File: config.mk
export PLATFORM = sky130hd
export DESIGN_NAME = gbp_table
export DESIGN_NICKNAME = d
export VERILOG_FILES = /design/src/hw/rtl/gbp_pkg.sv /design/src/hw/rtl/gbp_table.sv
export SDC_FILE = /design/constraint.sdc
export NUM_CORES = 2
export LEC_CHECK = 0
export ABC_CLOCK_PERIOD_IN_PS = 78800
export BUFFER_PORTS_ARGS = -buffer_cell sky130_fd_sc_hd__buf_2
export CAP_MARGIN = 20
export CELL_PAD_IN_SITES_DETAIL_PLACEMENT = 0
export CELL_PAD_IN_SITES_GLOBAL_PLACEMENT = 2
export CORE_UTILIZATION = 48
export DETAILED_ROUTE_END_ITERATION = 6
export GPL_ROUTABILITY_DRIVEN = 0
export PLACE_DENSITY = 0.82
export SLEW_MARGIN = 30
export SYNTH_ARGS = -nofsm -noshare
export SYNTH_HDL_FRONTEND = slang
export SYNTH_SLANG_ARGS = --single-unit
File: constraint.sdc
create_clock -name aclk -period 78.8 [get_ports aclk]
set_input_delay 11.82 -clock aclk [delete_from_list [all_inputs] [get_ports aclk]]
set_output_delay 11.82 -clock aclk [all_outputs]
set_load 0.1 [all_outputs]
File: src/hw/rtl/gbp_pkg.sv
`timescale 1ns / 1ps

package gbp_pkg;

    localparam int TABLE_SIZE_DEF   = 2048;
    localparam int COUNTER_BITS_DEF = 2;
    localparam int THREADS_DEF      = 4;

    localparam int HIST_BITS    = 11;
    localparam int HIST_LEN_W   = 4;
    localparam int THREAD_ID_W  = 2;
    localparam int OP_W         = 3;
    localparam logic [HIST_LEN_W-1:0] HIST_LEN_RESET = 4'd2;

    typedef enum logic [OP_W-1:0] {
        OP_LOOKUP   = 3'd0,
        OP_UPDATE   = 3'd1,
        OP_UNCOND   = 3'd2,
        OP_SQUASH   = 3'd3,
        OP_BTB_MISS = 3'd4
    } op_e;

    typedef struct packed {
        logic                   valid;
        logic [OP_W-1:0]        op;
        logic [THREAD_ID_W-1:0] tid;
        logic                   thread_ok;
        logic                   taken;
        logic                   squashed;
    } hist_req_t;

    function automatic logic [HIST_BITS-1:0] hist_mask(input logic [HIST_LEN_W-1:0] len);
        logic [HIST_BITS-1:0] m;
        m = '0;
        for (int i = 0; i < HIST_BITS; i++) begin
            m[i] = (32'(len) > i);
        end
        return m;
    endfunction

endpackage

File: src/hw/rtl/gbp_table.sv
`timescale 1ns / 1ps

module gbp_table #(
    parameter int TABLE_SIZE   = gbp_pkg::TABLE_SIZE_DEF,
    parameter int COUNTER_BITS = gbp_pkg::COUNTER_BITS_DEF
) (
    input  logic                            aclk,
    input  logic                            aresetn,
    input  logic                            rd_en,
    input  logic [$clog2(TABLE_SIZE)-1:0]   rd_idx,
    output logic [COUNTER_BITS-1:0]         rd_data,
    input  logic                            wr_en,
    input  logic [$clog2(TABLE_SIZE)-1:0]   wr_idx,
    input  logic [COUNTER_BITS-1:0]         wr_data,
    output logic                            busy
);

    localparam int IDX_W = $clog2(TABLE_SIZE);

    logic [COUNTER_BITS-1:0] mem [TABLE_SIZE];
    logic [COUNTER_BITS-1:0] rd_data_reg;
    logic                    clr_reg;
    logic [IDX_W-1:0]        clr_addr_reg;
    logic                    mem_we;
    logic [IDX_W-1:0]        mem_waddr;
    logic [COUNTER_BITS-1:0] mem_wdata;

    assign busy      = clr_reg;
    assign rd_data   = rd_data_reg;
    assign mem_we    = clr_reg || wr_en;
    assign mem_waddr = clr_reg ? clr_addr_reg : wr_idx;
    assign mem_wdata = clr_reg ? '0 : wr_data;

    always_ff @(posedge aclk) begin
        if (!aresetn) begin
            clr_reg      <= 1'b1;
            clr_addr_reg <= '0;
        end else if (clr_reg) begin
            clr_addr_reg <= clr_addr_reg + IDX_W'(1);
            if (clr_addr_reg == IDX_W'(TABLE_SIZE - 1)) begin
                clr_reg <= 1'b0;
            end
        end
    end

    always_ff @(posedge aclk) begin
        if (mem_we) begin
            mem[mem_waddr] <= mem_wdata;
        end
        if (rd_en) begin
            rd_data_reg <= mem[rd_idx];
        end
    end

endmodule

=== Word level (Yosys, flattened, before mapping) ===
Memories as Yosys holds them, arrays and structs flattened. A register that Yosys moved wholly into a read port is not among the register bits.
Index checks and enable logic that the tools add are counted.

* $add $sub $neg: 1
* $mul: 0
* Div/mod/pow operators: 0
* Magnitude comparators: 0
* Eq/ne operators: 1
* Shift-type cells: 0
* Multiplexer cells: 6
* Bitwise logic cells: 0
* Reductions and logical operators: 1

{| class="wikitable"
|+ Operators with widths
! cell !! number
|-
| $add A11 B1 Y11 const B || 1
|-
| $eq A11 B11 Y1 const B || 1
|-
| $mux W11 || 1
|-
| $mux W1 || 4
|-
| $mux W2 || 1
|-
| $logic_or A1 B1 Y1 || 1
|}

* Flip-flop bits (word level): 12
* Latch bits: 0
* Memory bits (writable): 4096
* ROM bits: 0
* Output and inout bits: 3
* Memories kept: 1

{| class="wikitable"
|+ Memory list
! name !! depth !! bits a word !! read ports !! clocked after Yosys merged registers in !! wr ports !! RTL line !! RTL
|-
| mem || 2048 || 2 || 1 || 1 || 1 || gbp_table.sv:20 || <nowiki>logic [COUNTER_BITS-1:0] mem [TABLE_SIZE];</nowiki>
|}

=== Depth between registers and ports, before layout ===
* Depth in word-level cells: 3
* Depth in mapped cells: 16

=== Worst setup path before layout ===
Ideal clock, no wire load.

* Kind: in2reg
* Start point: in wr_data[0]
* End point: mem mem[0][0] (netlist bit), data pin
* Setup time: 10144 ps
* Arrival time: 60414 ps
* Data required time: 68656 ps
* Setup slack: 8242 ps
* Cell stages on the path: 1
* Cell sequence: nor2b_1

* Longest elaborated chain between the ends: 1

{| class="wikitable"
|+ RTL lines
! element !! RTL line !! RTL
|-
| start, declared || gbp_table.sv:14 || <nowiki>input logic [COUNTER_BITS-1:0] wr_data,</nowiki>
|-
| $mux W2 || gbp_table.sv:32 || <nowiki>assign mem_wdata = clr_reg ? '0 : wr_data;</nowiki>
|-
| end, declared || gbp_table.sv:20 ||
|}

No other way between the ends.

==> flow_metrics.env <==
export IMPL_dpl_cell_area_mm2=0.174
export IMPL_syn_to_final_growth_pct=10.7
export IMPL_synth_area_per_cell_um2=16.4
export IMPL_ff_latch_area_mm2=0.123
export IMPL_cts_tree="built"
export IMPL_grt_pass1_vias=97875
export IMPL_clk_latency_ns=0.98
export IMPL_grt_usage_pct=27.9
export IMPL_grt_pass1_wl_mm=710
export IMPL_wire_per_inst_um=33.1
export IMPL_antenna_left=0
export IMPL_period_share_pct=22.6
export IMPL_startpoint_type="primary input"
export IMPL_cts_resized=0
export IMPL_fmax_mhz=56.2
export IMPL_htree_levels=5
export IMPL_synthCells=10347
export IMPL_yosysTopAreaCellShare_pct=72.6
export IMPL_die_w_um=596
export IMPL_num_vias=97610
export IMPL_fill_cells=27629
export IMPL_crit_fanout=105
export IMPL_synth_area_leaders="edfxtp_1 (73%), mux4_2 (8.2%), nor2_1 (5.1%)"
export IMPL_synth_largest_area_cell="edfxtp_1"
export IMPL_die_area_mm2=0.355
export IMPL_hold_class="register to register"
export IMPL_clk_pin_slew_ns=0.06
export IMPL_synth_distinct_cells=85
export IMPL_ir_worst_vdd_mv=0.0214
export IMPL_period_needed_ns=17.80
export IMPL_cts_buffers=421
export IMPL_port_buffers=30
export IMPL_cts_buffer_depth=4
export IMPL_hpwl_mm=288
export IMPL_cts_sinks=4110
export IMPL_final_area_mm2=0.188
export IMPL_core_area_mm2=0.350
export IMPL_ios=31
export IMPL_syn_num_nets=10376
export IMPL_rsz0062_at_grt="false"
export IMPL_slew_viol_final=0
export IMPL_drive_gt1_share_pct=15.7
export IMPL_drt_iter0_drc=13645
export IMPL_critical_path_required_ns=79.51
export IMPL_ys_async_sr_fraction_pct=0
export IMPL_firstDrtPassIters=7
export IMPL_drc=0
export IMPL_ys_top_cells_by_count="edfxtp_1 (4098), nor2_1 (2312), mux2i_1 (791), mux4_2 (618), clkbuf_1 (561)"
export IMPL_hold_violations=0
export IMPL_cts_setup_buffers=0
export IMPL_multi_input_area_mm2=0.0420
export IMPL_synth_edf_count=4098
export IMPL_cp_end_kind="register"
export IMPL_via_per_inst=6.42
export IMPL_whs_ns=0.510
export IMPL_synth_seq_area_share_pct=72.8
export IMPL_slew_headroom_pct=26.8
export IMPL_grt_max_degree=254
export IMPL_setup_violations=0
export IMPL_largest_register_ffs=4096
export IMPL_antenna_found_initial=36
export IMPL_synth_most_common_cell="edfxtp_1"
export IMPL_criticalPathCategory="primary input to register"
export IMPL_root_buffer="clkbuf_16"
export IMPL_reg2reg_from="busy$_SDFF_PN1_"
export IMPL_syn_cell_area_mm2=0.169
export IMPL_fin_skew_ns=0.0543
export IMPL_finalPower_mw=4.52
export IMPL_overflow=0
export IMPL_leakagePower_nw=59.2
export IMPL_outcome="finished clean"
export IMPL_power_density_mw_per_mm2=24.1
export IMPL_drv_cap=0
export IMPL_worst_pin_slew_ns=1.10
export IMPL_arrival_ns=18.51
export IMPL_initial_core_util_pct=48.4
export IMPL_holdCritStartpoint="clr_addr_reg[0]$_SDFFE_PN0P_"
export IMPL_crit_path_start="rd_idx[0]"
export IMPL_drt_total_wl_mm=503
export IMPL_ys_flop_type="edfxtp_1"
export IMPL_ys_warn_count=0
export IMPL_nets=10261
export IMPL_tns_ns=0
export IMPL_ys_seq_elements=4110
export IMPL_fp_dieH_um=596
export IMPL_rows=217
export IMPL_postCtsHoldBufs=0
## through the flow
stage          cells  setup slack (ns)  util [%]
2_1_floorplan  10347              8.24         -
3_3_place_gp   14392             59.30      49.5
3_5_place_dp   14402             59.95      49.6
4_1_cts        15179             60.98      53.5
5_1_grt        15189             60.55      53.5
6_report       15202             61.00      53.6
## cells in the final DEF (no fill, tap or decap), drive strengths merged, types with 5 or more instances in the layout
| master | Yosys | final |
|---|---|---|
| edfxtp | 4098 | 4098 |
| nor2 | 2312 | 2312 |
| mux2i | 791 | 791 |
| mux4 | 646 | 646 |
| clkbuf | 562 | 519 |
| buf | 284 | 311 |
| o221ai | 213 | 213 |
| nor3 | 213 | 213 |
| nand2 | 196 | 196 |
| clkinv | 1 | 191 |
| o22ai | 162 | 162 |
| nor4 | 125 | 125 |
| a21oi | 122 | 122 |
| o21ai | 114 | 114 |
| nand3 | 63 | 63 |
| a211oi | 54 | 54 |
| nand4 | 49 | 49 |
| bufinv | 0 | 42 |
| a2111oi | 40 | 40 |
| or3 | 33 | 33 |
| a31oi | 25 | 25 |
| mux2 | 23 | 23 |
| inv | 10 | 23 |
| and2 | 22 | 22 |
| o31ai | 19 | 19 |
| diode | 0 | 17 |
| nand2b | 15 | 15 |
| clkinvlp | 0 | 14 |
| dfxtp | 12 | 12 |
| and3 | 11 | 11 |
| o41ai | 10 | 10 |
| o32ai | 8 | 8 |
| nor2b | 8 | 8 |
| a311oi | 7 | 7 |
| a221oi | 7 | 7 |
| xnor2 | 7 | 7 |
| or2 | 7 | 7 |
| or4 | 7 | 7 |
| a32oi | 5 | 5 |
## cells by family (layout without fill, tap and decap cells)
family                   after synthesis  after routing  synth area share, %
flip-flops                          4110           4110                 72.8
AND/OR/NAND/NOR                     3073           3073                 7.46
multiplexers                        1460           1460                 13.5
buffers and inverters                861           1100                 2.79
AO/OA/AOI/OAI                        835            835                 3.48
XOR/XNOR                               7              7               0.0362
adder cells (fa/ha/maj)                1              1              0.00738
other                                  0             17                    0
## final cells by class
class,instances,area share (%)
flip-flops and latches,4110,65.7
multi-input cells,5376,22.4
clock buffers,518,5.87
well taps,4599,3.07
repair buffers,312,1.54
clock inverters,259,1.36
inverters,11,0.0287
diodes,17,0.0227
## metal layers
layer	part of all wire (%)	global-route usage, %	routed length, um
met4	3.8	9.53	18900
met1	39	38.8	195000
met3	10	5.56	52100
met5	0.010	0	52
met2	47	44.3	237000
## path summary, 6_finish.rpt
path / endpoint / slack, ns / cells after the start
max reg2reg: mem[754][0]$_DFFE_PP_ / 72.20 / 8
min reg2reg: clr_addr_reg[0]$_SDFFE_PN0P_ / 0.51 / 2
max: rd_data[1]$_DFFE_PP_ / 61.00 / 14
min: clr_addr_reg[0]$_SDFFE_PN0P_ / 0.51 / 2
## power by group
part	switching, mW	internal (mW)
Combinational	0.119	0.0615
Sequential	0.000664	2.37
Clock	0.845	1.13
## worst max-delay path, stage by stage
cell and delay [ns]:
buf_12 0.51, buf_12 0.65, buf_4 0.83, buf_4 0.73
buf_4 0.64, buf_4 0.83, mux4_2 0.60, a2111oi_0 0.56
a31oi_1 0.10, nand4_1 0.15, nor2_1 0.05, nand4_1 0.29
o31ai_1 0.14, a311o_1 0.35
(Power assumes the default switching activity.)
