**src/hw/rtl/gbp_pkg.sv**
```systemverilog
`timescale 1ns / 1ps

package gbp_pkg;

    localparam int TABLE_SIZE_DEF   = 2048;
    localparam int COUNTER_BITS_DEF = 2;
    localparam int THREADS_DEF      = 4;

    localparam int HIST_BITS    = 11;
    localparam int HIST_LEN_W   = 4;
    localparam int THREAD_ID_W  = 2;
    localparam int OP_W         = 3;
    localparam logic [HIST_LEN_W-1:0] HIST_LEN_RESET = 4'd2;

    typedef enum logic [OP_W-1:0] {
        OP_LOOKUP   = 3'd0,
        OP_UPDATE   = 3'd1,
        OP_UNCOND   = 3'd2,
        OP_SQUASH   = 3'd3,
        OP_BTB_MISS = 3'd4
    } op_e;

    typedef struct packed {
        logic                   valid;
        logic [OP_W-1:0]        op;
        logic [THREAD_ID_W-1:0] tid;
        logic                   thread_ok;
        logic                   taken;
        logic                   squashed;
    } hist_req_t;

    function automatic logic [HIST_BITS-1:0] hist_mask(input logic [HIST_LEN_W-1:0] len);
        logic [HIST_BITS-1:0] m;
        m = '0;
        for (int i = 0; i < HIST_BITS; i++) begin
            m[i] = (32'(len) > i);
        end
        return m;
    endfunction

endpackage

```
**src/hw/rtl/gbp_hist.sv**
```systemverilog
`timescale 1ns / 1ps

module gbp_hist #(
    parameter int THREADS = gbp_pkg::THREADS_DEF
) (
    input  logic                                aclk,
    input  logic                                aresetn,
    input  logic                                cfg_we,
    input  logic [gbp_pkg::HIST_LEN_W-1:0]      cfg_wdata,
    input  gbp_pkg::hist_req_t                  req,
    output logic [gbp_pkg::HIST_BITS-1:0]       hist_cur
);

    localparam int TID_W = (THREADS > 1) ? $clog2(THREADS) : 1;

    logic [gbp_pkg::HIST_LEN_W-1:0] hist_len_reg;
    logic [gbp_pkg::HIST_BITS-1:0]  global_reg [THREADS];
    logic [gbp_pkg::HIST_BITS-1:0]  saved_reg  [THREADS];
    logic [gbp_pkg::HIST_BITS-1:0]  mask;
    logic [gbp_pkg::HIST_BITS-1:0]  glob_cur;
    logic [gbp_pkg::HIST_BITS-1:0]  saved_cur;
    logic [TID_W-1:0]               tid_idx;

    assign tid_idx   = TID_W'(req.tid);
    assign glob_cur  = req.thread_ok ? global_reg[tid_idx] : '0;
    assign saved_cur = req.thread_ok ? saved_reg[tid_idx] : '0;
    assign hist_cur  = glob_cur;
    assign mask      = gbp_pkg::hist_mask(hist_len_reg);

    always_ff @(posedge aclk) begin
        if (!aresetn) begin
            hist_len_reg <= gbp_pkg::HIST_LEN_RESET;
        end else if (cfg_we) begin
            hist_len_reg <= cfg_wdata;
        end
    end

    always_ff @(posedge aclk) begin
        if (!aresetn) begin
            for (int t = 0; t < THREADS; t++) begin
                global_reg[t] <= '0;
                saved_reg[t]  <= '0;
            end
        end else if (req.valid && req.thread_ok) begin
            unique case (req.op)
                gbp_pkg::OP_LOOKUP: begin
                    saved_reg[tid_idx] <= glob_cur;
                end
                gbp_pkg::OP_UPDATE: begin
                    if (req.squashed) begin
                        global_reg[tid_idx] <= {saved_cur[gbp_pkg::HIST_BITS-2:0], req.taken}
                                               & mask;
                    end
                end
                gbp_pkg::OP_UNCOND: begin
                    saved_reg[tid_idx]  <= glob_cur;
                    global_reg[tid_idx] <= {glob_cur[gbp_pkg::HIST_BITS-2:0], 1'b1} & mask;
                end
                gbp_pkg::OP_SQUASH: begin
                    global_reg[tid_idx] <= saved_cur;
                    saved_reg[tid_idx]  <= '0;
                end
                gbp_pkg::OP_BTB_MISS: begin
                    global_reg[tid_idx] <= glob_cur & mask
                                           & ~gbp_pkg::HIST_BITS'(1);
                end
                default: begin
                end
            endcase
        end
    end

endmodule

```
**config.mk**
```make
export PLATFORM = sky130hd
export DESIGN_NAME = gbp_hist
export DESIGN_NICKNAME = d
export VERILOG_FILES = /design/src/hw/rtl/gbp_pkg.sv /design/src/hw/rtl/gbp_hist.sv
export SDC_FILE = /design/constraint.sdc
export NUM_CORES = 1
export LEC_CHECK = 0
export CORE_MARGIN = 3
export CORE_UTILIZATION = 63
export CTS_CLUSTER_DIAMETER = 80
export DETAILED_ROUTE_END_ITERATION = 10
export DONT_BUFFER_PORTS = 1
export GPL_ROUTABILITY_DRIVEN = 0
export PLACE_DENSITY = 0.85
export SYNTH_ARGS = -nofsm -noshare
export SYNTH_HDL_FRONTEND = slang
export SYNTH_SLANG_ARGS = --single-unit
```
**constraint.sdc**
```tcl
create_clock -name aclk -period 2.65 [get_ports aclk]
set_clock_uncertainty 0.1 [all_clocks]
set_input_delay 0.1325 -clock aclk [delete_from_list [all_inputs] [get_ports aclk]]
set_output_delay 0.1325 -clock aclk [all_outputs]
set_load 0.005 [all_outputs]
```
---- After elaboration in Yosys (flattened, before gate mapping) ----
Memory sizes are Yosys's and may differ from the RTL's.
Index checks and enable logic that the tools add are counted.
storage, ports and cells
  memories kept ........................... 2
  bits in writable memories ............... 88
  output and inout port bits .............. 11
  bits of input ports ..................... 16
  bits in registers ....................... 4
memory list
  memory      depth  width  read ports  clocked after Yosys merged registers in  write ports  line            source
  global_reg  4      11     1           0                                        4            gbp_hist.sv:17  logic [gbp_pkg::HIST_BITS-1:0] global_reg [THREADS];
  saved_reg   4      11     1           0                                        4            gbp_hist.sv:18  logic [gbp_pkg::HIST_BITS-1:0] saved_reg [THREADS];
operators by class
  mux-type cells .......................... 35
  eq/ne operators ......................... 4
  reduce and logical (&&, ||, !) cells .... 4
  bitwise gates (word level) .............. 8
  order comparisons ....................... 11
operators by type and width
  cell                count
  $mux 11             9
  $and 11x11->11      3
  $mux 1              24
  $reduce_or 11->1    2
  $gt 4x3->1 const B  4
  $gt 4x4->1 const B  3
  $gt 4x1->1 const B  2
  $gt 4x2->1 const B  2
  $eq 3x2->1 const B  2
  $or 1x1->1          5
  $mux 2              2
  $eq 3x1->1 const B  1
  $eq 3x3->1 const B  1
  $logic_not 3->1     1
  $logic_and 1x1->1   1

---- Depth between registers and ports, before layout ----
  depth in word-level cells ............... 10
  depth in mapped cells ................... 7

---- Least setup slack after synthesis ----
Ideal clock, no wire load.
  kind .................................... input -> register
  from .................................... input port aresetn
  to ...................................... memory global_reg[3][0] (netlist name), enable pin
  data arrival time ....................... 1.624 ns
  data required time ...................... 2.156 ns
  setup slack ............................. 0.532 ns
  library setup time ...................... 0.394 ns
  stages .................................. 5
  buffers on the path ..................... 2
  cell sequence ........................... buf_2 -> nand4b_1 -> o22a_1 -> buf_6 -> o21ai_0
RTL lines
  what             line            source
  start, declared  gbp_hist.sv:7   input logic aresetn,
  end, declared    gbp_hist.sv:17

==> flow_metrics.py <==
metrics = {
    "clock_network": {
        "cts_sinks": 92,
        "clk_pin_slew_ns": 0.09,
        "h-tree-depth": 3,
        "root_buffer": "clkbuf_8",
        "cts_tree": "built",
        "post_cts_buffers": 0,
        "cts_buffers": 9,
        "clk_path_buf_depth": 2,
        "clock_latency_ns": 0.37,
    },
    "setup_path": {
        "required_ns": 2.66,
        "start_kind": "flip-flop",
        "r2r-start": "global_reg[3][6]",
        "arrival_ns": 1.95,
        "slowest_delay_ns": 0.57,
        "critPathCaptureType": "flip-flop",
        "rrSetupSlack_ns": 0.71,
        "worst-r2r-cell-count": 4,
        "slowest_stage": "mux4_2",
        "worstPathMaxFanout": 4,
        "path_cells": "mux4_2 > and3_1 > o211ai_2 > a21oi_1",
        "r2r-end": "global_reg[2][7]",
        "critical_path_class": "flip-flop to flip-flop",
    },
    "synthesis": {
        "synth-edff-count": 88,
        "synthCells": 353,
        "synth_cell_types": 41,
        "netlist_area_um2": 4670,
        "synthFlopType": "edfxtp_1",
        "yosys_warnings": 0,
        "ys_seq_elements": 92,
        "postSynthAreaPerCell_um2": 13.2,
        "ys_seq_area_share_pct": 58.3,
        "synthesis.nets": 369,
        "async_flop_share_pct": 0,
    },
    "die": {
        "start_util_pct": 66.8,
        "dieWidth_um": 92.1,
        "die_area_um2": 8480,
        "core-area_um2": 6980,
        "io_pins": 27,
        "die_h_um": 92.1,
        "row_count": 30,
    },
    "global_route": {
        "grt_start_max_net_pins": 29,
        "overflow": 0,
        "grt-busiest-layer": "met2",
        "grt_pass1_wl_um": 17400,
        "groute.layer.met2.usage_pct": 42.8,
        "grt_pass1_vias": 3181,
        "track_usage_pct": 27.7,
        "grt_use_met1_pct": 38.5,
        "met3_usage_pct": 6.07,
        "antenna_found_initial": 0,
    },
    "detailed_routing": {
        "wl_per_cell_um": 23.5,
        "drtIter0Drc": 409,
        "vias": 3137,
        "wirelength_um": 10800,
        "avgViaCountPerCell": 6.82,
        "drtPass1Iterations": 5,
        "route.detailed.drc": 0,
        "antenna_left": 0,
    },
    "outcome": {
        "status": "finished, final reports clean",
    },
    "place": {
        "place_inst": 435,
        "numPortBuffers": 0,
        "post_dp_cell_area_um2": 4720,
        "place_hpwl_um": 7410,
    },
    "sta": {
        "tns_ns": 0,
        "tightest_slew_ns": 0.808,
        "fmax_mhz": 514,
        "final-hold-violation-count": 0,
        "fin_crit_sh_pct": 73.4,
        "finalSetupViolCount": 0,
        "relSlewSlack_pct": 45.9,
        "slew_viol_final": 0,
        "rsz0062_at_grt": "no",
        "timing.hold.ws_ns": 0.0169,
        "min_period_ns": 1.94,
    },
    "worst_hold_path": {
        "hp-class": "input pin to flip-flop",
        "min_to": "global_reg[1][6]",
        "hold_depth": 2,
        "min_from": "req[2]",
    },
    "pwr": {
        "power.density_nw_per_um2": 569,
        "p_leak_uw": 0.00174,
        "power.total_uw": 2850,
        "ir_drop_mv": 0.612,
    },
    "cells_and_area": {
        "nNetsFinal": 375,
        "syn_to_final_growth_pct": 7.45,
        "drive_gt1_share_pct": 19.2,
        "stdcell_count": 460,
        "antenna_cells": 0,
        "fin_area_um2": 5010,
    },
    "flow_run": {
        "cap_viol_max_count": 0,
    },
}
==> cells by family (layout without fill, tap and decap cells) <==
| group | after synthesis | in the layout | synth area share, % |
|---|---|---|---|
| AND/OR/NAND/NOR | 110 | 110 | 12.0 |
| flip-flops | 92 | 92 | 58.3 |
| AO/OA/AOI/OAI | 87 | 87 | 14.0 |
| buffers and inverters | 38 | 49 | 4.16 |
| multiplexers | 26 | 26 | 11.5 |
==> worst max-delay path, delay by kind of cell, from the launching register on <==
kind | cells | cell delay [ns]
muxes | 1 | 0.57
AOI/OAI and AO/OA | 2 | 0.44
and+or+nand+nor | 1 | 0.19
DFF | 1 | 0.39
==> synth_stat cells, types with 2 or more instances <==
cell type  count  area (um^2)
edfxtp_1      88         2640
nor2_1        37          139
a21oi_1       33          165
mux4_2        22          495
nand2_1       22         82.6
and2_1        16          100
clkbuf_1      15         56.3
inv_1         13         48.8
a21boi_0      11         82.6
and3_1        11         68.8
a21oi_2        9         78.8
a32oi_1        9         78.8
nor2b_1        5         31.3
o2111ai_2      5         75.1
o211ai_2       5         62.6
buf_2          4         20.0
buf_6          4         45.0
dfxtp_1        4         80.1
mux2i_1        4         40.0
o21a_1         4         30.0
o21ai_0        4         20.0
nand2b_1       3         18.8
nor4_1         3         18.8
a21o_1         2         15.0
nand3b_1       2         15.0
nand4b_1       2         17.5
nor3_1         2         10.0
==> how the worst max path moves through the flow <==
stage,startpoint,to
detailed placement,req[7],global_reg[1][2]
finish,global_reg[3][6],global_reg[2][7]
CTS,global_reg[3][6],global_reg[2][7]
global placement,req[7],global_reg[1][2]
floorplan,aresetn,global_reg[3][0]
global route,saved_reg[3][2],global_reg[0][3]
==> layer usage <==
| metal | routed length, um | part of all wire (%) |
|---|---|---|
| met3 | 1070 | 9.9 |
| met4 | 258 | 2.4 |
| met2 | 5260 | 49 |
| met5 | 0 | 0 |
| met1 | 4230 | 39 |
==> metrics by stage <==
stage / setup WS, ns / util (%)
after floorplan: 0.532 / -
after global placement: 0.627 / 67.7
after detailed placement: 0.525 / 67.7
after CTS: 0.735 / 71.8
after global routing: 0.665 / 71.8
final: 0.706 / 71.8
==> cell type report <==
class                      count  area [um^2]
sequential                    92         2720
inverter                      13         48.8
clock buffer                  10          128
fill                         502         1970
tap                           96          120
multi-input combinational    223         1750
clock inverter                 6         72.6
timing repair buffer          20          173
==> cells in the final DEF (no fill, tap or decap), types with 2 or more instances in the layout <==
cell type / count
nand3b_1: 2
clkinv_4: 2
a21o_1: 2
a21oi_1: 33
nand2_1: 22
a21boi_0: 11
o21a_1: 4
o21ai_0: 4
nor2_1: 37
mux2i_1: 4
a21oi_2: 9
and3_1: 11
buf_4: 11
nor4_1: 3
o2111ai_2: 5
nand2b_1: 3
nand4b_1: 2
nor3_1: 2
nor2b_1: 5
and2_1: 16
dfxtp_1: 4
dlygate4sd3_1: 9
edfxtp_1: 88
clkbuf_8: 9
o211ai_2: 5
a32oi_1: 9
mux4_2: 22
inv_1: 13
==> power by group <==
group | internal, uW | switching [uW] | total (uW)
Sequential | 1640 | 20.6 | 1660
Clock | 448 | 512 | 960
Combinational | 98.9 | 131 | 230
==> timing repair <==
action	CTS	global route
resized for setup	0	0
endpoints found under the hold margin	9	0
hold buffers	9	0
Power figures use the tool's default switching activity.
